===== src/hdl/gabr_pkg.sv =====
// gabr_pkg: shared types, codes and constants of the gemm row engine
// no dependencies; used by every other file of the block but gabr_ram
`default_nettype none

package gabr_pkg;

  localparam int DEF_MAX_DIM = 16;
  localparam int DIM_LIMIT   = 16;

  localparam int KIND_W    = 2;
  localparam int IDX_W     = 4;
  localparam int DIM_W     = 5;
  localparam int VAL_W     = 32;
  localparam int CFG_IDX_W = 3;
  localparam int FRAC_W    = 16;

  localparam int MUL_W  = VAL_W + 1;
  localparam int PROD_W = 2 * MUL_W;
  localparam int ACC_W  = 2 * VAL_W + 4;
  localparam int PART_W = (ACC_W - FRAC_W) / 2;
  localparam int TOT_W  = 86;

  localparam logic [DIM_W-1:0] RESET_DIM          = DIM_W'(16);
  localparam logic signed [VAL_W-1:0] RESET_ALPHA = 32'sh0001_0000;
  localparam logic signed [VAL_W-1:0] RESET_BETA  = 32'sh0000_0000;
  localparam logic signed [VAL_W-1:0] SAT_MAX     = 32'sh7FFF_FFFF;
  localparam logic signed [VAL_W-1:0] SAT_MIN     = 32'sh8000_0000;

  typedef enum logic [KIND_W-1:0] {
    KIND_LOAD_A = 2'd0,
    KIND_LOAD_B = 2'd1,
    KIND_LOAD_C = 2'd2,
    KIND_ROW    = 2'd3
  } kind_t;

  typedef enum logic [CFG_IDX_W-1:0] {
    REG_ROWS_M  = 3'd0,
    REG_INNER_N = 3'd1,
    REG_COLS_P  = 3'd2,
    REG_ALPHA   = 3'd3,
    REG_BETA    = 3'd4
  } cfg_reg_t;

  typedef enum logic [1:0] {
    OP_MAC      = 2'd0,
    OP_ALPHA_LO = 2'd1,
    OP_ALPHA_HI = 2'd2,
    OP_BETA_C   = 2'd3
  } mul_op_t;

  typedef enum logic [2:0] {
    ST_IDLE,
    ST_MAC,
    ST_DRAIN,
    ST_ALPHA_LO,
    ST_ALPHA_HI,
    ST_BETA_C,
    ST_SETTLE,
    ST_EMIT
  } seq_state_t;

  typedef struct packed {
    logic [IDX_W-1:0]        m_last;
    logic [IDX_W-1:0]        n_last;
    logic [IDX_W-1:0]        p_last;
    logic signed [VAL_W-1:0] alpha;
    logic signed [VAL_W-1:0] beta;
  } cfg_t;

  typedef struct packed {
    logic    clear;
    logic    mul_en;
    mul_op_t mul_op;
  } dp_ctl_t;

  typedef struct packed {
    logic busy;
  } dp_sts_t;

endpackage

`default_nettype wire


===== src/hdl/gabr_dp.sv =====
// gabr_dp: shared 33x33 multiplier, dot-product accumulator, scaling and saturation
// depends on gabr_pkg
`default_nettype none

module gabr_dp (
  input  wire logic                              clk,
  input  wire logic                              rst,
  input  wire gabr_pkg::dp_ctl_t                 ctl,
  input  wire logic signed [gabr_pkg::VAL_W-1:0] a_q,
  input  wire logic signed [gabr_pkg::VAL_W-1:0] b_q,
  input  wire logic signed [gabr_pkg::VAL_W-1:0] c_q,
  input  wire logic signed [gabr_pkg::VAL_W-1:0] alpha,
  input  wire logic signed [gabr_pkg::VAL_W-1:0] beta,
  output gabr_pkg::dp_sts_t                      sts,
  output logic signed [gabr_pkg::VAL_W-1:0]      value
);

  localparam int SAT_LO = gabr_pkg::FRAC_W + gabr_pkg::VAL_W - 1;

  logic signed [gabr_pkg::MUL_W-1:0]  mx;
  logic signed [gabr_pkg::MUL_W-1:0]  my;
  logic signed [gabr_pkg::PROD_W-1:0] prod;
  gabr_pkg::mul_op_t                  prod_op;
  logic                               prod_v;
  logic signed [gabr_pkg::ACC_W-1:0]  acc;
  logic signed [gabr_pkg::TOT_W-1:0]  total;
  logic        [gabr_pkg::PART_W-1:0] p_lo;
  logic signed [gabr_pkg::PART_W-1:0] p_hi;
  logic [gabr_pkg::TOT_W-1-SAT_LO:0]  top_bits;

  // acc >>> 16 split into an unsigned low and a signed high half
  assign p_lo = acc[gabr_pkg::FRAC_W +: gabr_pkg::PART_W];
  assign p_hi = acc[gabr_pkg::FRAC_W + gabr_pkg::PART_W +: gabr_pkg::PART_W];

  always_comb begin
    case (ctl.mul_op)
      gabr_pkg::OP_MAC: begin
        mx = gabr_pkg::MUL_W'(a_q);
        my = gabr_pkg::MUL_W'(b_q);
      end
      gabr_pkg::OP_ALPHA_LO: begin
        mx = gabr_pkg::MUL_W'(alpha);
        my = $signed({{(gabr_pkg::MUL_W - gabr_pkg::PART_W){1'b0}}, p_lo});
      end
      gabr_pkg::OP_ALPHA_HI: begin
        mx = gabr_pkg::MUL_W'(alpha);
        my = gabr_pkg::MUL_W'(p_hi);
      end
      gabr_pkg::OP_BETA_C: begin
        mx = gabr_pkg::MUL_W'(beta);
        my = gabr_pkg::MUL_W'(c_q);
      end
      default: begin
        mx = '0;
        my = '0;
      end
    endcase
  end

  always_ff @(posedge clk) begin
    if (rst) begin
      prod_v <= 1'b0;
    end else begin
      prod_v <= ctl.mul_en;
    end
  end

  always_ff @(posedge clk) begin
    if (ctl.mul_en) begin
      prod    <= mx * my;
      prod_op <= ctl.mul_op;
    end
  end

  always_ff @(posedge clk) begin
    if (ctl.clear) begin
      acc   <= '0;
      total <= '0;
    end else if (prod_v) begin
      case (prod_op)
        gabr_pkg::OP_MAC:      acc   <= acc + gabr_pkg::ACC_W'(prod);
        gabr_pkg::OP_ALPHA_LO: total <= total + gabr_pkg::TOT_W'(prod);
        gabr_pkg::OP_ALPHA_HI: total <= total + (gabr_pkg::TOT_W'(prod) <<< gabr_pkg::PART_W);
        gabr_pkg::OP_BETA_C:   total <= total + gabr_pkg::TOT_W'(prod);
        default: ;
      endcase
    end
  end

  // floor shift by 16, then clamp to 32 bits
  assign top_bits = total[gabr_pkg::TOT_W-1:SAT_LO];

  always_comb begin
    if ((&top_bits) || !(|top_bits)) begin
      value = total[SAT_LO:gabr_pkg::FRAC_W];
    end else if (total[gabr_pkg::TOT_W-1]) begin
      value = gabr_pkg::SAT_MIN;
    end else begin
      value = gabr_pkg::SAT_MAX;
    end
  end

  assign sts.busy = prod_v;

endmodule

`default_nettype wire


===== config.mk =====
export PLATFORM = sky130hd
export DESIGN_NAME = gabr_dp
export DESIGN_NICKNAME = d
export VERILOG_FILES = /design/src/hdl/gabr_pkg.sv /design/src/hdl/gabr_dp.sv
export SDC_FILE = /design/constraint.sdc
export NUM_CORES = 2
export LEC_CHECK = 0
export BUFFER_PORTS_ARGS = -buffer_cell sky130_fd_sc_hd__buf_2
export CAP_MARGIN = 30
export CORE_MARGIN = 3
export CORE_UTILIZATION = 40
export CTS_BUF_LIST = sky130_fd_sc_hd__clkbuf_4 sky130_fd_sc_hd__clkbuf_8
export CTS_CLUSTER_SIZE = 10
export DETAILED_ROUTE_END_ITERATION = 6
export SYNTH_ARGS = -nofsm -noshare
export SYNTH_HDL_FRONTEND = slang
export SYNTH_SLANG_ARGS = --single-unit

===== constraint.sdc =====
create_clock -name clk -period 10.3 [get_ports clk]
set_clock_uncertainty 0.1 [all_clocks]
set_input_delay 1.545 -clock clk [delete_from_list [all_inputs] [get_ports clk]]
set_output_delay 1.545 -clock clk [all_outputs]
set_load 0.01 [all_outputs]

Word-level counts from Yosys, hierarchy flattened
Cells that the tools add are included.
{"block": "word_totals", "reg_bits": 223, "input_bits": 166, "out_inout_bits": 33, "wordCells": 31}
{"block": "classes", "n_eq_ne": 6, "reduce_logical": 11, "n_mul": 1, "muxes": 5, "addsub": 3}
{"operator": "$pmux W86 S2", "n": 1}
{"operator": "$pmux W33 S4", "n": 1}
{"operator": "$pmux W33 S3", "n": 1}
{"operator": "$add A86 B66 Y86", "n": 1}
{"operator": "$add A86 B86 Y86", "n": 1}
{"operator": "$add A68 B66 Y68", "n": 1}
{"operator": "$mul A33 B33 Y66", "n": 1}
{"operator": "$mux W32", "n": 2}
{"operator": "$reduce_and A39 Y1", "n": 1}
{"operator": "$reduce_or A39 Y1", "n": 1}
{"operator": "$eq A2 B2 Y1 const B", "n": 4}
{"operator": "$eq A2 B1 Y1 const B", "n": 2}
{"operator": "$logic_not A2 Y1", "n": 2}
{"operator": "$reduce_and A2 Y1", "n": 2}
{"operator": "$reduce_or A2 Y1", "n": 2}
{"operator": "$reduce_bool A2 Y1", "n": 1}
{"operator": "$logic_not A1 Y1", "n": 1}
{"operator": "$logic_or A1 B1 Y1", "n": 1}

Depth between registers and ports, before layout
{"block": "logic_depth", "word_depth": 4, "depth_mapped": 38, "mapped_depth_nobuf": 34}

Least setup slack after synthesis
OpenSTA, ideal clock, no wires.
{"block": "synth_path", "kind": "input port to flip-flop", "start": "input port ctl[0] (netlist name)", "end": "register prod[62] (netlist name), data pin", "t_required_ns": 9.941, "n_path_buf": 3, "slack_ns": 0.248, "stages": 32, "setup_time_ns": 0.259, "arrival_ns": 9.693, "cell_sequence": "inv_1 > ha_1 > clkbuf_1 > clkbuf_1 > a222oi_1 > nand2_1 > o21ai_1 > clkbuf_1 > nor2_1 > fa_1 > inv_1 > fa_1 > fa_1 > inv_1 > fa_1 > inv_1 > fa_1 > fa_1 > fa_1 > fa_1 > inv_1 > ha_1 > a21o_1 > a21o_1 > a21oi_1 > nor2b_1 > o21ai_0 > nand2b_1 > a21oi_1 > nor2b_1 > a211o_1 > xor2_1"}
{"block": "synth_via", "elab_chain_cells": 4, "elab_cells_between_ends": 8, "classes_between": "mul (1); eq/ne (3); mux (2); reduce/logical (2)"}
{"element": "start: declaration", "line_no": "gabr_dp.sv:8", "text": "input wire gabr_pkg::dp_ctl_t ctl,"}
{"element": "$eq A2 B2 Y1 / $eq A2 B1 Y1 (equally long branches)", "line_no": "gabr_dp.sv:36", "text": "case (ctl.mul_op)"}
{"element": "$reduce_or A2 Y1 (no source line)"}
{"element": "$pmux W33 S3", "line_no": "gabr_dp.sv:36"}
{"element": "$mul A33 B33 Y66 (*)", "line_no": "gabr_dp.sv:70", "text": "prod <= mx * my;"}
{"element": "end signal: assignment", "line_no": "gabr_dp.sv:70"}
{"element": "end: declaration", "line_no": "gabr_dp.sv:22", "text": "logic signed [gabr_pkg::PROD_W-1:0] prod;"}
Every way passes the cells marked *; elsewhere a longest branch is shown, timed or not.
A chain may end at the register's enable or synchronous reset.

Worst setup path in the final report
{"block": "layout_path", "start": "input port ctl[0] (netlist name)", "end": "register prod[64] (netlist name), data pin"}
Same word-level chain as after synthesis.

==> impl_metrics.env <==
export IMPL_cts_inserted_buffers=43
export IMPL_drt_total_wl_um=226000
export IMPL_vias=52339
export IMPL_grt_max_degree=84
export IMPL_tightest_slew_ns=1.05
export IMPL_syn2layout_area_growth_pct=15.5
export IMPL_worstHoldStart="total[13]$_SDFFE_PP0P_"
export IMPL_std_cell_rows=140
export IMPL_drc=36
export IMPL_grt_pass1_vias=53492
export IMPL_violations="DRC"
export IMPL_synth_cell_types=100
export IMPL_synth_area_um2=59200
export IMPL_clkLatencyLatePin_ns=0.65
export IMPL_drtIter0Drc=4375
export IMPL_cp_common_cell="fa_1"
export IMPL_final_cell_mix="1222 x inv_1, 1125 x fa_1, 870 x nor2_1"
export IMPL_maxClockFrequency_ghz=0.0985
export IMPL_syn_num_nets=8803
export IMPL_port_buffer_count=198
export IMPL_die_w_um=391
export IMPL_cp_top_family="adder cells"
export IMPL_cp_arrival_ns=10.42
export IMPL_cts_sinks=223
export IMPL_critPathLaunch="ctl[0]"
export IMPL_regArea_um2=5140
export IMPL_cpMaxStageDelayCell="fa_1"
export IMPL_drive_gt1_frac=0.133
export IMPL_hold_class="reg -> reg"
export IMPL_dieArea_um2=153000
export IMPL_period_share=0.986
export IMPL_n_fill_cell=14258
export IMPL_post_route_util=0.467
export IMPL_antenna_left=0
export IMPL_synth_seq_area_share=0.0869
export IMPL_start_util=0.405
export IMPL_max_slew_margin_rel=0.301
export IMPL_fin_crit_ns=10.15
export IMPL_synthArstFlopShare=0
export IMPL_reg2reg_depth=31
export IMPL_nNetsFinal=9320
export IMPL_detail_route_first_pass_iterations=7
export IMPL_hold_depth=2
export IMPL_required_ns=10.56
export IMPL_dp_hpwl_um=192000
export IMPL_finalSetupTns_ns=0
export IMPL_cp_start_kind="input port"
export IMPL_root_buffer="clkbuf_8"
export IMPL_rr_startpoint="acc[16]$_SDFFE_PP0P_"
export IMPL_cts_tree="built"
export IMPL_ctsHoldBuffers=0
export IMPL_synth_edf_count=68
export IMPL_final_max_slew_viol_count=0
export IMPL_syn_instance_count=7080
export IMPL_cts_max_level=2
export IMPL_criticalPathCategory="in -> reg"
export IMPL_outcome="complete, but fails checks"
export IMPL_critPathMaxFanout=15
export IMPL_final_common_cell="inv_1"
export IMPL_coreArea_um2=146000
export IMPL_ys_ff_latch=223
export IMPL_setup_viol=0
export IMPL_cp_num_cells=34
export IMPL_maxCapViolCount=0
export IMPL_ios=199
export IMPL_endpoint_kind="flop"
export IMPL_gr_total_overflow=0
export IMPL_cp_buffers_inverters=10
export IMPL_multi_input_area_um2=48200
export IMPL_cts_max_path_buffers=3
export IMPL_vias_per_cell=5.48
export IMPL_clkTransAtPathRegs_ns=0.06
export IMPL_grt_pass1_wl_um=339000
export IMPL_gp_congestion=1.02
export IMPL_max_stage_delay_ns=0.57
export IMPL_antenna_found_initial=19
export IMPL_die_height_um=391
export IMPL_wl_per_cell_um=23.7
export IMPL_ff2ff_setup_slack_ns=1.32
export IMPL_hold_viol=0
export IMPL_grt_usage=0.297
export IMPL_postSynthAreaPerCell_um2=8.36
export IMPL_yosys_warnings=0
export IMPL_ys_flop_type="dfxtp_1"
[worst register-to-register path: cells and delay by family (launching register included)]
family          cells  cell delay, ns
fa+ha+maj           9            4.42
buf+inv             8            0.73
compound gates     10            2.57
simple gates        3            0.37
xor+xnor            1            0.09
flops               1            0.40
[synth_stat cells (all sizes together) (20+ instances only)]
master	n	area share
a2111oi	22	0.0042
a211oi	48	0.0062
a21o	212	0.027
a21oi	408	0.035
a222oi	22	0.0037
a22oi	44	0.0056
a31oi	42	0.0045
and2	38	0.0040
and3	36	0.0039
buf	40	0.0036
clkbuf	326	0.022
dfxtp	155	0.052
edfxtp	68	0.035
fa	1126	0.38
ha	431	0.091
inv	1224	0.078
nand2	807	0.051
nand2b	81	0.0086
nand3	66	0.0056
nand4	73	0.0077
nor2	872	0.055
nor2b	35	0.0037
nor3	57	0.0049
nor4	26	0.0030
o211ai	20	0.0025
o21a	60	0.0076
o21ai	231	0.020
o21bai	61	0.0079
xnor2	165	0.024
xor2	85	0.013
[per-layer routing]
metal / track usage / vias to the layer above / routed length (um)
met4: 0.132 / 12 / 12700
met5: 0 / - / 94
li1: - / 23592 / -
met3: 0.0614 / 449 / 20900
met1: 0.392 / 26122 / 92000
met2: 0.471 / 2164 / 100000
[through the flow]
stage                     instances  hold slack, ns  area [um2]  setup WS (ns)
final                          9559           0.355       68300          0.149
after detailed placement       9460           0.350       67200         -0.787
after global routing           9549           0.375       68300        -0.0572
after floorplan                7080           0.336       59200          0.248
after CTS                      9539           0.358       68100         0.0354
after global placement         9458           0.342       67100         -0.720
[final timing paths]
| kind | endpoint |
|---|---|
| worst max-delay path | prod[64]$_DFFE_PP_ |
| worst min-delay path | total[13]$_SDFFE_PP0P_ |
| worst max register to register | prod[64]$_DFFE_PP_ |
| worst min register to register | total[13]$_SDFFE_PP0P_ |
[sequential cells by signal (all words and copies together), names as in the netlist]
name and count:
sts 1, prod_op 2, total 86, prod 66, acc 68
[kinds of logic (layout without fill, tap and decap cells)]
kind of cell               Yosys count  after routing  synth area share
and+or+nand+nor                   2137           2137             0.154
buffers and inverters             1593           2144             0.104
adders and majority gates         1557           1557             0.472
AOI/OAI and AO/OA                 1295           1295             0.142
xor gates and xnor gates           250            250            0.0370
DFF                                223            223            0.0869
muxes                               25             25           0.00442
other                                0             11                 0
[final cells by class]
cell class	instances	area share
clock buffer	60	0.0112
clock inverter	19	0.00222
timing repair buffer	839	0.103
sequential	223	0.0753
antenna	11	0.000403
tap	1917	0.0351
inverter	1226	0.0673
multi-input combinational	5264	0.706
[what timing repair did]
| action | 4_1_cts | 5_1_grt |
|---|---|---|
| pin swaps | 0 | 9 |
| endpoints found under the setup margin | 6 | 12 |
| buffers inserted | 0 | 7 |
| resized for setup | 1 | 25 |
Power is not shown: default switching activity piles up to over one toggle a cycle in this logic, so the estimate is an artifact.
