==> config.mk <==
export PLATFORM = sky130hd
export DESIGN_NAME = gabr_cfg_flat
export DESIGN_NICKNAME = d
export VERILOG_FILES = /design/src/hdl/gabr_pkg.sv /design/src/hdl/gabr_if.sv /design/src/hdl/gabr_cfg.sv /design/src/flat_wrapper.sv
export SDC_FILE = /design/constraint.sdc
export NUM_CORES = 1
export LEC_CHECK = 0
export BUFFER_PORTS_ARGS = -buffer_cell sky130_fd_sc_hd__buf_2
export CORE_UTILIZATION = 54
export DETAILED_ROUTE_END_ITERATION = 8
export GPL_ROUTABILITY_DRIVEN = 1
export PLACE_DENSITY = 0.85
export SLEW_MARGIN = 20
export SYNTH_ARGS = -nofsm -noshare
export SYNTH_HDL_FRONTEND = slang
export SYNTH_SLANG_ARGS = --single-unit
==> constraint.sdc <==
create_clock -name clk -period 2.4 [get_ports clk]
set_clock_uncertainty 0.05 [all_clocks]
set_input_delay 0.72 -clock clk [delete_from_list [all_inputs] [get_ports clk]]
set_output_delay 0.72 -clock clk [all_outputs]
set_load 0.02 [all_outputs]
==> src/hdl/gabr_pkg.sv <==
// gabr_pkg: shared types, codes and constants of the gemm row engine
// no dependencies; used by every other file of the block but gabr_ram
`default_nettype none

package gabr_pkg;

  localparam int DEF_MAX_DIM = 16;
  localparam int DIM_LIMIT   = 16;

  localparam int KIND_W    = 2;
  localparam int IDX_W     = 4;
  localparam int DIM_W     = 5;
  localparam int VAL_W     = 32;
  localparam int CFG_IDX_W = 3;
  localparam int FRAC_W    = 16;

  localparam int MUL_W  = VAL_W + 1;
  localparam int PROD_W = 2 * MUL_W;
  localparam int ACC_W  = 2 * VAL_W + 4;
  localparam int PART_W = (ACC_W - FRAC_W) / 2;
  localparam int TOT_W  = 86;

  localparam logic [DIM_W-1:0] RESET_DIM          = DIM_W'(16);
  localparam logic signed [VAL_W-1:0] RESET_ALPHA = 32'sh0001_0000;
  localparam logic signed [VAL_W-1:0] RESET_BETA  = 32'sh0000_0000;
  localparam logic signed [VAL_W-1:0] SAT_MAX     = 32'sh7FFF_FFFF;
  localparam logic signed [VAL_W-1:0] SAT_MIN     = 32'sh8000_0000;

  typedef enum logic [KIND_W-1:0] {
    KIND_LOAD_A = 2'd0,
    KIND_LOAD_B = 2'd1,
    KIND_LOAD_C = 2'd2,
    KIND_ROW    = 2'd3
  } kind_t;

  typedef enum logic [CFG_IDX_W-1:0] {
    REG_ROWS_M  = 3'd0,
    REG_INNER_N = 3'd1,
    REG_COLS_P  = 3'd2,
    REG_ALPHA   = 3'd3,
    REG_BETA    = 3'd4
  } cfg_reg_t;

  typedef enum logic [1:0] {
    OP_MAC      = 2'd0,
    OP_ALPHA_LO = 2'd1,
    OP_ALPHA_HI = 2'd2,
    OP_BETA_C   = 2'd3
  } mul_op_t;

  typedef enum logic [2:0] {
    ST_IDLE,
    ST_MAC,
    ST_DRAIN,
    ST_ALPHA_LO,
    ST_ALPHA_HI,
    ST_BETA_C,
    ST_SETTLE,
    ST_EMIT
  } seq_state_t;

  typedef struct packed {
    logic [IDX_W-1:0]        m_last;
    logic [IDX_W-1:0]        n_last;
    logic [IDX_W-1:0]        p_last;
    logic signed [VAL_W-1:0] alpha;
    logic signed [VAL_W-1:0] beta;
  } cfg_t;

  typedef struct packed {
    logic    clear;
    logic    mul_en;
    mul_op_t mul_op;
  } dp_ctl_t;

  typedef struct packed {
    logic busy;
  } dp_sts_t;

endpackage

`default_nettype wire

==> src/hdl/gabr_if.sv <==
// gabr_in_if, gabr_out_if, gabr_cfg_if: valid/ready channels of the row engine
// depends on gabr_pkg for payload widths
`default_nettype none


interface gabr_cfg_if;
  logic                           valid;
  logic                           ready;
  logic [gabr_pkg::CFG_IDX_W-1:0] index;
  logic [gabr_pkg::VAL_W-1:0]     data;

  modport source (output valid, index, data, input ready);
  modport sink (input valid, index, data, output ready);
endinterface

`default_nettype wire

==> src/hdl/gabr_cfg.sv <==
// gabr_cfg: configuration registers and effective matrix sizes
// depends on gabr_pkg and gabr_cfg_if
`default_nettype none

module gabr_cfg #(
  parameter int MAX_DIM = gabr_pkg::DEF_MAX_DIM
) (
  input  wire logic      clk,
  input  wire logic      rst,
  gabr_cfg_if.sink       cfg,
  output gabr_pkg::cfg_t cfg_eff
);

  localparam int DIM_CAP = (MAX_DIM < gabr_pkg::DIM_LIMIT) ? MAX_DIM : gabr_pkg::DIM_LIMIT;

  logic [gabr_pkg::DIM_W-1:0]        rows_m;
  logic [gabr_pkg::DIM_W-1:0]        inner_n;
  logic [gabr_pkg::DIM_W-1:0]        cols_p;
  logic signed [gabr_pkg::VAL_W-1:0] alpha_gain;
  logic signed [gabr_pkg::VAL_W-1:0] beta_gain;

  function automatic logic [gabr_pkg::IDX_W-1:0] last_of(input logic [gabr_pkg::DIM_W-1:0] v);
    logic [gabr_pkg::DIM_W-1:0] e;
    if (v == '0) begin
      e = gabr_pkg::DIM_W'(1);
    end else if (v > gabr_pkg::DIM_W'(DIM_CAP)) begin
      e = gabr_pkg::DIM_W'(DIM_CAP);
    end else begin
      e = v;
    end
    return gabr_pkg::IDX_W'(e - gabr_pkg::DIM_W'(1));
  endfunction

  assign cfg.ready = 1'b1;

  always_ff @(posedge clk) begin
    if (rst) begin
      rows_m     <= gabr_pkg::RESET_DIM;
      inner_n    <= gabr_pkg::RESET_DIM;
      cols_p     <= gabr_pkg::RESET_DIM;
      alpha_gain <= gabr_pkg::RESET_ALPHA;
      beta_gain  <= gabr_pkg::RESET_BETA;
    end else if (cfg.valid) begin
      case (cfg.index)
        gabr_pkg::REG_ROWS_M:  rows_m     <= cfg.data[gabr_pkg::DIM_W-1:0];
        gabr_pkg::REG_INNER_N: inner_n    <= cfg.data[gabr_pkg::DIM_W-1:0];
        gabr_pkg::REG_COLS_P:  cols_p     <= cfg.data[gabr_pkg::DIM_W-1:0];
        gabr_pkg::REG_ALPHA:   alpha_gain <= $signed(cfg.data);
        gabr_pkg::REG_BETA:    beta_gain  <= $signed(cfg.data);
        default: ;
      endcase
    end
  end

  always_comb begin
    cfg_eff.m_last = last_of(rows_m);
    cfg_eff.n_last = last_of(inner_n);
    cfg_eff.p_last = last_of(cols_p);
    cfg_eff.alpha  = alpha_gain;
    cfg_eff.beta   = beta_gain;
  end

endmodule

`default_nettype wire

==> src/flat_wrapper.sv <==
// flat-port wrapper written by rule: the top's interface ports become plain ports
module gabr_cfg_flat 
#(
  parameter int MAX_DIM = gabr_pkg::DEF_MAX_DIM
)
  (clk, rst, cfg_eff, cfg_valid, cfg_index, cfg_data, cfg_ready);
  gabr_cfg_if cfg_i ();
  input  wire logic clk;
  input  wire logic rst;
  output gabr_pkg::cfg_t cfg_eff;
  input wire logic [$bits(cfg_i.valid)-1:0] cfg_valid;
  input wire logic [$bits(cfg_i.index)-1:0] cfg_index;
  input wire logic [$bits(cfg_i.data)-1:0] cfg_data;
  output wire logic [$bits(cfg_i.ready)-1:0] cfg_ready;
  assign cfg_i.valid = cfg_valid;
  assign cfg_i.index = cfg_index;
  assign cfg_i.data = cfg_data;
  assign cfg_ready = cfg_i.ready;
  gabr_cfg #(.MAX_DIM(MAX_DIM)) u_core (.clk(clk), .rst(rst), .cfg(cfg_i), .cfg_eff(cfg_eff));
endmodule
### Word-level counts from Yosys, hierarchy flattened

Index checks and enable logic that the tools add are counted.

* logic and storage cells: 30
* input bits: 38
* register bits: 79

* reductions and logical operators: 9
* $add $sub $neg: 3
* mux-type cells: 6
* magnitude comparators: 3
* equal/unequal tests: 4

Operators with widths (number)
* 4-bit two-way mux: 6
* 5-bit greater-than comparator, second input constant: 3
* 5-bit logical NOT: 3
* 4-bit by 1-bit subtractor with 4-bit output, second input constant: 3
* 2-bit AND reduction: 5
* 3-bit by 2-bit == test with 1-bit output, second input constant: 2
* 3-bit by 1-bit == test with 1-bit output, second input constant: 1
* 3-bit == test, second input constant: 1
* 3-bit logical NOT: 1

### Longest topological paths before layout

Gate-level depths: netlist of run 1.

* depth in word-level cells: 4
* gate-level depth with buffers: 4
* depth with buffers taken out: 4

### Worst setup path before layout of run 1

No wires, ideal clock.

* kind: register to output
* start point: reg u_core.cols_p[1] (netlist name)
* end point: out cfg_eff[66] (netlist name)
* slack: 0.298 ns
* cell stages (with the launch flop): 5
* required time: 1.630 ns
* data arrival time: 1.332 ns
* path through: dfxtp_1 -> nor3_1 -> o21bai_1 -> ha_1 -> xnor2_1

RTL lines
* start, declared: RTL line gabr_cfg.sv:18 `logic [gabr_pkg::DIM_W-1:0] cols_p;`
* start signal, assigned: RTL line gabr_cfg.sv:40 `cols_p <= gabr_pkg::RESET_DIM;`
* start signal, assigned: RTL line gabr_cfg.sv:47 `gabr_pkg::REG_COLS_P: cols_p <= cfg.data[gabr_pkg::DIM_W-1:0];`
* end, declared: RTL line flat_wrapper.sv:10 `output gabr_pkg::cfg_t cfg_eff;`

==> metrics.yaml, run 1 <==
detailed_routing:
  avgViaCountPerCell: 5.016
  wl_um: 6988
  detail-route-antenna-nets: 0
  drtPass1Iterations: 4
  drc: 0
  met3_wirelength_um: 298
  wl_per_cell_um: 13.54
  wirelength_met1_um: 3189
  wl_met2_um: 3465
  drtIter0Drc: 105
  vias: 2588
  dr.max_layer_used: "met4"
sta:
  slew_violations: 0
  rsz0062_at_grt: "false"
  final-hold-violation-count: 0
  fmaxAchievable_mhz: 442.3
  whs_ns: 0.4244
  period_share: 0.9420
  min_period_ns: 2.261
  tightest_slew_ns: 0.5285
  slew_headroom: 0.6477
  tns_ns: 0
  finalSetupViolCount: 0
  worst_slack_ns: 0.1392
cts:
  htreeDepth: 3
  clk_pin_slew_worst_paths_ns: 0.08
  post-cts-setup-buffers: 0
  clk-insertion-delay-late_ns: 0.33
  clock-root-buffer: "clkbuf_8"
  cts.sinks: 79
  cts_max_path_buffers: 2
  cts_tree: "done"
  cts_buffers: 9
synthesis:
  syn_avg_cell_area_um2: 10.51
  ys_ff_latch: 79
  ys_top_cells_by_area: "dfxtp_1 46%, mux2i_1 23%, nand2b_1 21%"
  syn_area_um2: 3468
  synth_nets: 371
  ys_seq_area_frac: 0.4560
  synth_cell_types: 20
  synth_cells: 330
  yosys_warnings: 0
  netlist.area_leader.share: 0.4560
  synth_largest_area_cell: "dfxtp_1"
pwr:
  swShare: 0.2219
  total_power_mw: 2.830
  clkPwrFrac: 0.435
  power.net_switching_mw: 0.6279
  power_frac_comb: 0.086
  vdd_ir_drop_max_mv: 0.5044
  internal-power_mw: 2.202
  pwr-share-seq: 0.479
  power_density_nw_per_um2: 654.8
  p_leak_nw: 2.120
worst_setup_path:
  cp-end-kind: "output pin"
  path_max_fanout: 4
  cp-start-kind: "flip-flop"
  timing.rr.start: "u_core.cols_p[0]$_SDFFE_PP0P_"
  endpoint: "cfg_eff[74]"
  worstReg2RegEnd: "u_core.cols_p[0]$_SDFFE_PP0P_"
  reg2reg_slack_ns: 1.64
  worstPathRequired_ns: 1.63
  setup.worst_path.start: "u_core.rows_m[1]$_SDFFE_PP0P_"
  critical_path_class: "reg -> out"
  arrival_ns: 1.49
  r2r_cells: 2
floorplanning:
  ioPinCount: 115
  rows: 28
  core_area_um2: 6061
  initial_core_util: 0.5723
  die_h_um: 82.14
  dieArea_um2: 6747
  die_w_um: 82.14
global_routing:
  grt_pass1_wl_um: 11220
  grt_overflow: 0
  grt_max_degree: 50
  grtUsageTotal: 0.2173
  grt_pass1_vias: 2448
  antenna_found_initial: 0
hold_path:
  min_path_type: "reg -> reg"
placement:
  dpl.hpwl_um: 4970
  place_congestion: 0.7144
  dpl_cell_area_um2: 4056
  numPortBuffers: 113
  dpl.cell_count: 500
  pre_cts_slack_ns: 0.4590
cells_and_area:
  fin_util: 0.7130
  fin_area_um2: 4322
  diodes: 0
  final_common_cell: "nand2b_1"
  stdcell_count: 516
  area_growth_pct: 24.60
  fin_nets: 477
  drive_gt1_frac: 0.3129
  final_cell_mix: "116 x nand2b_1, 111 x buf_2, 79 x mux2i_1, 79 x dfxtp_1, 11 x clkbuf_8"
flow_run:
  maxCapViolCount: 0
outcome:
  status: "finished, final reports clean"
==> flip-flops by register name, indices dropped and copies added, names as in the netlist <==
signal,count
u_core.beta_gain,32
u_core.inner_n,5
u_core.alpha_gain,32
u_core.cols_p,5
u_core.rows_m,5
==> repair_timing <==
action / 4_1_cts / 5_1_grt
endpoints found under the setup margin: 0 / 2
hold buffers: 0 / 0
gates resized for setup: 0 / 3
==> cell families (layout without fill, tap and decap cells) <==
family,after synthesis,count (layout),share of synthesized area
AO/OA/AOI/OAI,6,6,0.01299
adder cells (fa/ha/maj),3,3,0.01082
XOR/XNOR,3,3,0.007577
buffers and inverters,27,138,0.04041
other,1,1,0.001081
AND/OR/NAND/NOR,132,132,0.2431
flip-flops,79,79,0.4560
multiplexers,79,79,0.2280
==> routing by layer <==
metal	GRT usage	vias to the layer above
met4	0.07895	0
met1	0.2720	1219
met5	0	-
met2	0.3653	63
met3	0.04835	4
li1	-	1302
==> critical path: stages, from the launching register on <==
cell and delay [ns]:
dfxtp_1 0.34, nor3_1 0.20, o21bai_1 0.11, ha_1 0.21
xnor2_1 0.14, buf_2 0.17
==> Yosys cell counts <==
| cell type | number |
|---|---|
| nand4b_1 | 1 |
| conb_1 | 1 |
| nor3_1 | 3 |
| clkbuf_1 | 13 |
| ha_1 | 3 |
| mux2i_1 | 79 |
| buf_4 | 5 |
| xnor2_1 | 3 |
| buf_6 | 2 |
| dfxtp_1 | 79 |
| buf_2 | 4 |
| and4b_2 | 1 |
| o31ai_1 | 3 |
| nand2b_1 | 116 |
| inv_1 | 3 |
| or4b_4 | 1 |
| nand4bb_1 | 3 |
| and4bb_1 | 1 |
| nor2_1 | 6 |
| o21bai_1 | 3 |
==> area by class of cell <==
| class | instances | area [um2] |
|---|---|---|
| multi-input cells | 224 | 1752 |
| inverters | 3 | 11.26 |
| flip-flops and latches | 79 | 1582 |
| clock inverters | 5 | 103.9 |
| repair buffers | 119 | 628.1 |
| well taps | 75 | 93.84 |
| fillers | 476 | 1739 |
| clock buffers | 11 | 151.4 |
==> how the worst min path moves through the flow <==
stage                                       from                                end  cells past startpoint
2_1_floorplan      u_core.rows_m[3]$_SDFFE_PP0P_      u_core.rows_m[3]$_SDFFE_PP0P_                      2
3_3_place_gp    u_core.beta_gain[2]$_SDFFE_PP0P_   u_core.beta_gain[2]$_SDFFE_PP0P_                      2
3_5_place_dp    u_core.beta_gain[9]$_SDFFE_PP0P_   u_core.beta_gain[9]$_SDFFE_PP0P_                      2
4_1_cts         u_core.beta_gain[9]$_SDFFE_PP0P_   u_core.beta_gain[9]$_SDFFE_PP0P_                      2
5_1_grt        u_core.beta_gain[31]$_SDFFE_PP0P_  u_core.beta_gain[31]$_SDFFE_PP0P_                      2
6_report       u_core.beta_gain[20]$_SDFFE_PP0P_  u_core.beta_gain[20]$_SDFFE_PP0P_                      2
==> power groups by stage <==
stage / Clock [mW] / Sequential (mW) / Combinational, mW
after global placement: 0 / 1.38 / 0.240
after detailed placement: 0 / 1.39 / 0.245
after CTS: 1.24 / 1.36 / 0.245
after global routing: 1.29 / 1.36 / 0.267
final: 1.23 / 1.36 / 0.244
after floorplan: 0 / 1.41 / 0.133
Note: power is estimated with default switching activity, not from simulation.
==> run 2: changes to the inputs <==
--- a/config.mk
+++ b/config.mk
@@ -6,10 +6,11 @@
 export NUM_CORES = 1
 export LEC_CHECK = 0
 export BUFFER_PORTS_ARGS = -buffer_cell sky130_fd_sc_hd__buf_2
-export CORE_UTILIZATION = 54
+export CORE_UTILIZATION = 50
 export DETAILED_ROUTE_END_ITERATION = 8
 export GPL_ROUTABILITY_DRIVEN = 1
-export PLACE_DENSITY = 0.85
+export PLACE_DENSITY = 0.79
+export RECOVER_POWER = 50
 export SLEW_MARGIN = 20
 export SYNTH_ARGS = -nofsm -noshare
 export SYNTH_HDL_FRONTEND = slang
==> constraint.sdc (replaced) <==
create_clock -name clk -period 2.5 [get_ports clk]
set_clock_uncertainty 0.05 [all_clocks]
set_input_delay 0.75 -clock clk [delete_from_list [all_inputs] [get_ports clk]]
set_output_delay 0.75 -clock clk [all_outputs]
set_load 0.02 [all_outputs]
==> run 2 against run 1 <==
Effect of this change:
- register-to-register slack improved by 0.13 ns
- sequential share of layout area barely moved
- final area barely moved
- worst hold slack got worse by 0.0022 ns
- global-route usage fell by 0.83 points
- die area rose by 7.8%
- via count rose by 0.58%
- clock power rose by 5%
- critical path depth did not move
- count of clock-buffer cells in the layout did not move
- non-clock buffer count rose by 2
- setup slack improved by 0.048 ns
- critical path type unchanged
==> metrics.yaml, run 2 (same netlist as run 1, synthesis figures left out) <==
detailed_routing:
  vias: 2603  # was 2588
  drc: 0  # unchanged
  wl_per_cell_um: 13.84  # was 13.54 um
  wl_um: 7196  # was 6988 um
  drtIter0Drc: 67  # was 105
  drtPass1Iterations: 4  # unchanged
  detail-route-antenna-nets: 0  # unchanged
  avgViaCountPerCell: 5.006  # was 5.016
floorplanning:
  die_w_um: 85.29  # was 82.14 um
  initial_core_util: 0.5310  # was 0.5723
  die_h_um: 85.29  # was 82.14 um
  rows: 29  # was 28
  core_area_um2: 6531  # was 6061 um2
  ioPinCount: 115  # unchanged
  dieArea_um2: 7274  # was 6747 um2
cells_and_area:
  area_growth_pct: 24.49  # was 24.60%
  fin_util: 0.6611  # was 0.7130
  final_common_cell: "nand2b_1"  # unchanged
  fin_area_um2: 4318  # was 4322 um2
  diodes: 0  # unchanged
  fillCellCount: 544  # was 476
  final_cell_mix: "116 x nand2b_1, 111 x buf_2, 79 x mux2i_1, 79 x dfxtp_1, 11 x clkbuf_8"  # unchanged
  fin_nets: 479  # was 477
  drive_gt1_frac: 0.3002  # was 0.3129
  reg.largest.list: "u_core.alpha_gain x32, u_core.beta_gain x32"  # unchanged
sta:
  finalSetupViolCount: 0  # unchanged
  period_share: 0.9250
  final-hold-violation-count: 0  # unchanged
  slew_headroom: 0.08832  # was 0.6477
  tns_ns: 0  # unchanged
  slew_violations: 0  # unchanged
  min_period_ns: 2.312
  fmaxAchievable_mhz: 432.4
  rsz0062_at_grt: "false"  # unchanged
  tightest_slew_ns: 1.368  # was 0.5285 ns
flow_run:
  maxCapViolCount: 0  # unchanged
global_routing:
  antenna_found_initial: 0  # unchanged
  grt_max_degree: 32  # was 50
  grt_overflow: 0  # unchanged
  grt_pass1_wl_um: 11970  # was 11220 um
  grt_pass1_vias: 2612  # was 2448
  grtUsageTotal: 0.2090  # was 0.2173
worst_setup_path:
  crit_slowest_cell: "dfxtp_1"  # unchanged
  max_stage_delay_ns: 0.34  # about the same
  critical_path_class: "reg -> out"  # unchanged
  cp.buffers_inverters: 1  # unchanged
  cp-end-kind: "output pin"  # unchanged
  arrival_ns: 1.51  # was 1.49 ns
  cp_cell_sequence: "nor3_1 > o21bai_1 > ha_1 > xnor2_1 > buf_2"  # unchanged
  path_max_fanout: 4  # unchanged
  crit_family: "flip-flops"  # unchanged
  cp-start-kind: "flip-flop"  # unchanged
  worstPathRequired_ns: 1.70  # was 1.63 ns
pwr:
  power_density_nw_per_um2: 654.3  # was 654.8 nW/um2
  p_leak_nw: 2.111  # was 2.120 nW
  vdd_ir_drop_max_mv: 0.3940  # was 0.5044 mV
placement:
  dpl.hpwl_um: 5035  # was 4970 um
  dpl_cell_area_um2: 4074  # was 4056 um2
  numPortBuffers: 113  # unchanged
  place_congestion: 0.7372  # was 0.7144
cts:
  clk-insertion-delay-late_ns: 0.34  # was 0.33 ns
  htreeDepth: 3  # unchanged
  clk_pin_slew_worst_paths_ns: 0.08  # about the same
  cts_buffers: 9  # unchanged
  cts_hold_buffers: 0  # unchanged
  cts.sinks: 79  # unchanged
  cts_resized: 0  # unchanged
  post-cts-setup-buffers: 0  # unchanged
  clock-root-buffer: "clkbuf_8"  # unchanged
  cts_max_path_buffers: 2  # unchanged
  cts_tree: "done"  # unchanged
hold_path:
  min_path_type: "reg -> reg"  # unchanged
outcome:
  status: "finished, final reports clean"  # unchanged
-- run 2: metal layers --
layer  up-vias  track usage  routed length [um]
li1       1309            -                   -
met1      1216       0.2388                3064
met2        69       0.3666                3592
met3         9      0.07004                 450
met4         0      0.07121                  89
met5         -            0                   0
-- run 2: cell type report --
type,instances,area (um2),share of cell area
Sequential cell,79,1582,0.3663
Clock buffer,11,151.4,0.03506
Clock inverter,5,127.6,0.02956
Multi-Input combinational cell,224,1742,0.4034
Timing Repair Buffer,121,608.1,0.1408
Tap cell,77,96.34,0.02231
Inverter,3,11.26,0.002608
-- run 2: worst reg2reg max path, cell delays in order, from the launching register on --
cell,delay (ns)
dfxtp_1,0.35
nor2_1,0.13
mux2i_1,0.09
-- run 2: per-stage QoR --
| step | total power, mW | hold slack [ns] | std cells | setup slack, ns |
|---|---|---|---|---|
| floorplan | 1.485 | 0.4153 | 330 | 0.3678 |
| global placement | 1.564 | 0.4057 | 504 | 0.6018 |
| detailed placement | 1.570 | 0.4070 | 504 | 0.5244 |
| CTS | 2.852 | 0.4258 | 520 | 0.1477 |
| global route | 2.914 | 0.4433 | 520 | 0.05569 |
| finish | 2.825 | 0.4222 | 520 | 0.1875 |
-- run 2: path summary, 6_finish.rpt --
path	from	end	slack, ns	depth (start not counted)
setup / recovery	u_core.inner_n[1]$_SDFFE_PP0P_	cfg_eff[70]	0.19	5
hold / removal	u_core.beta_gain[15]$_SDFFE_PP0P_	u_core.beta_gain[15]$_SDFFE_PP0P_	0.42	2
setup reg to reg	u_core.inner_n[4]$_SDFFE_PP1P_	u_core.inner_n[4]$_SDFFE_PP1P_	1.77	2
hold reg to reg	u_core.beta_gain[15]$_SDFFE_PP0P_	u_core.beta_gain[15]$_SDFFE_PP0P_	0.42	2
-- run 2: power breakdown --
group | switching [mW] | total (mW) | internal (mW)
logic | 0.126 | 0.234 | 0.108
clock network | 0.471 | 1.29 | 0.819
registers | 0.0160 | 1.30 | 1.29
total | 0.613 | 2.83 | 2.21
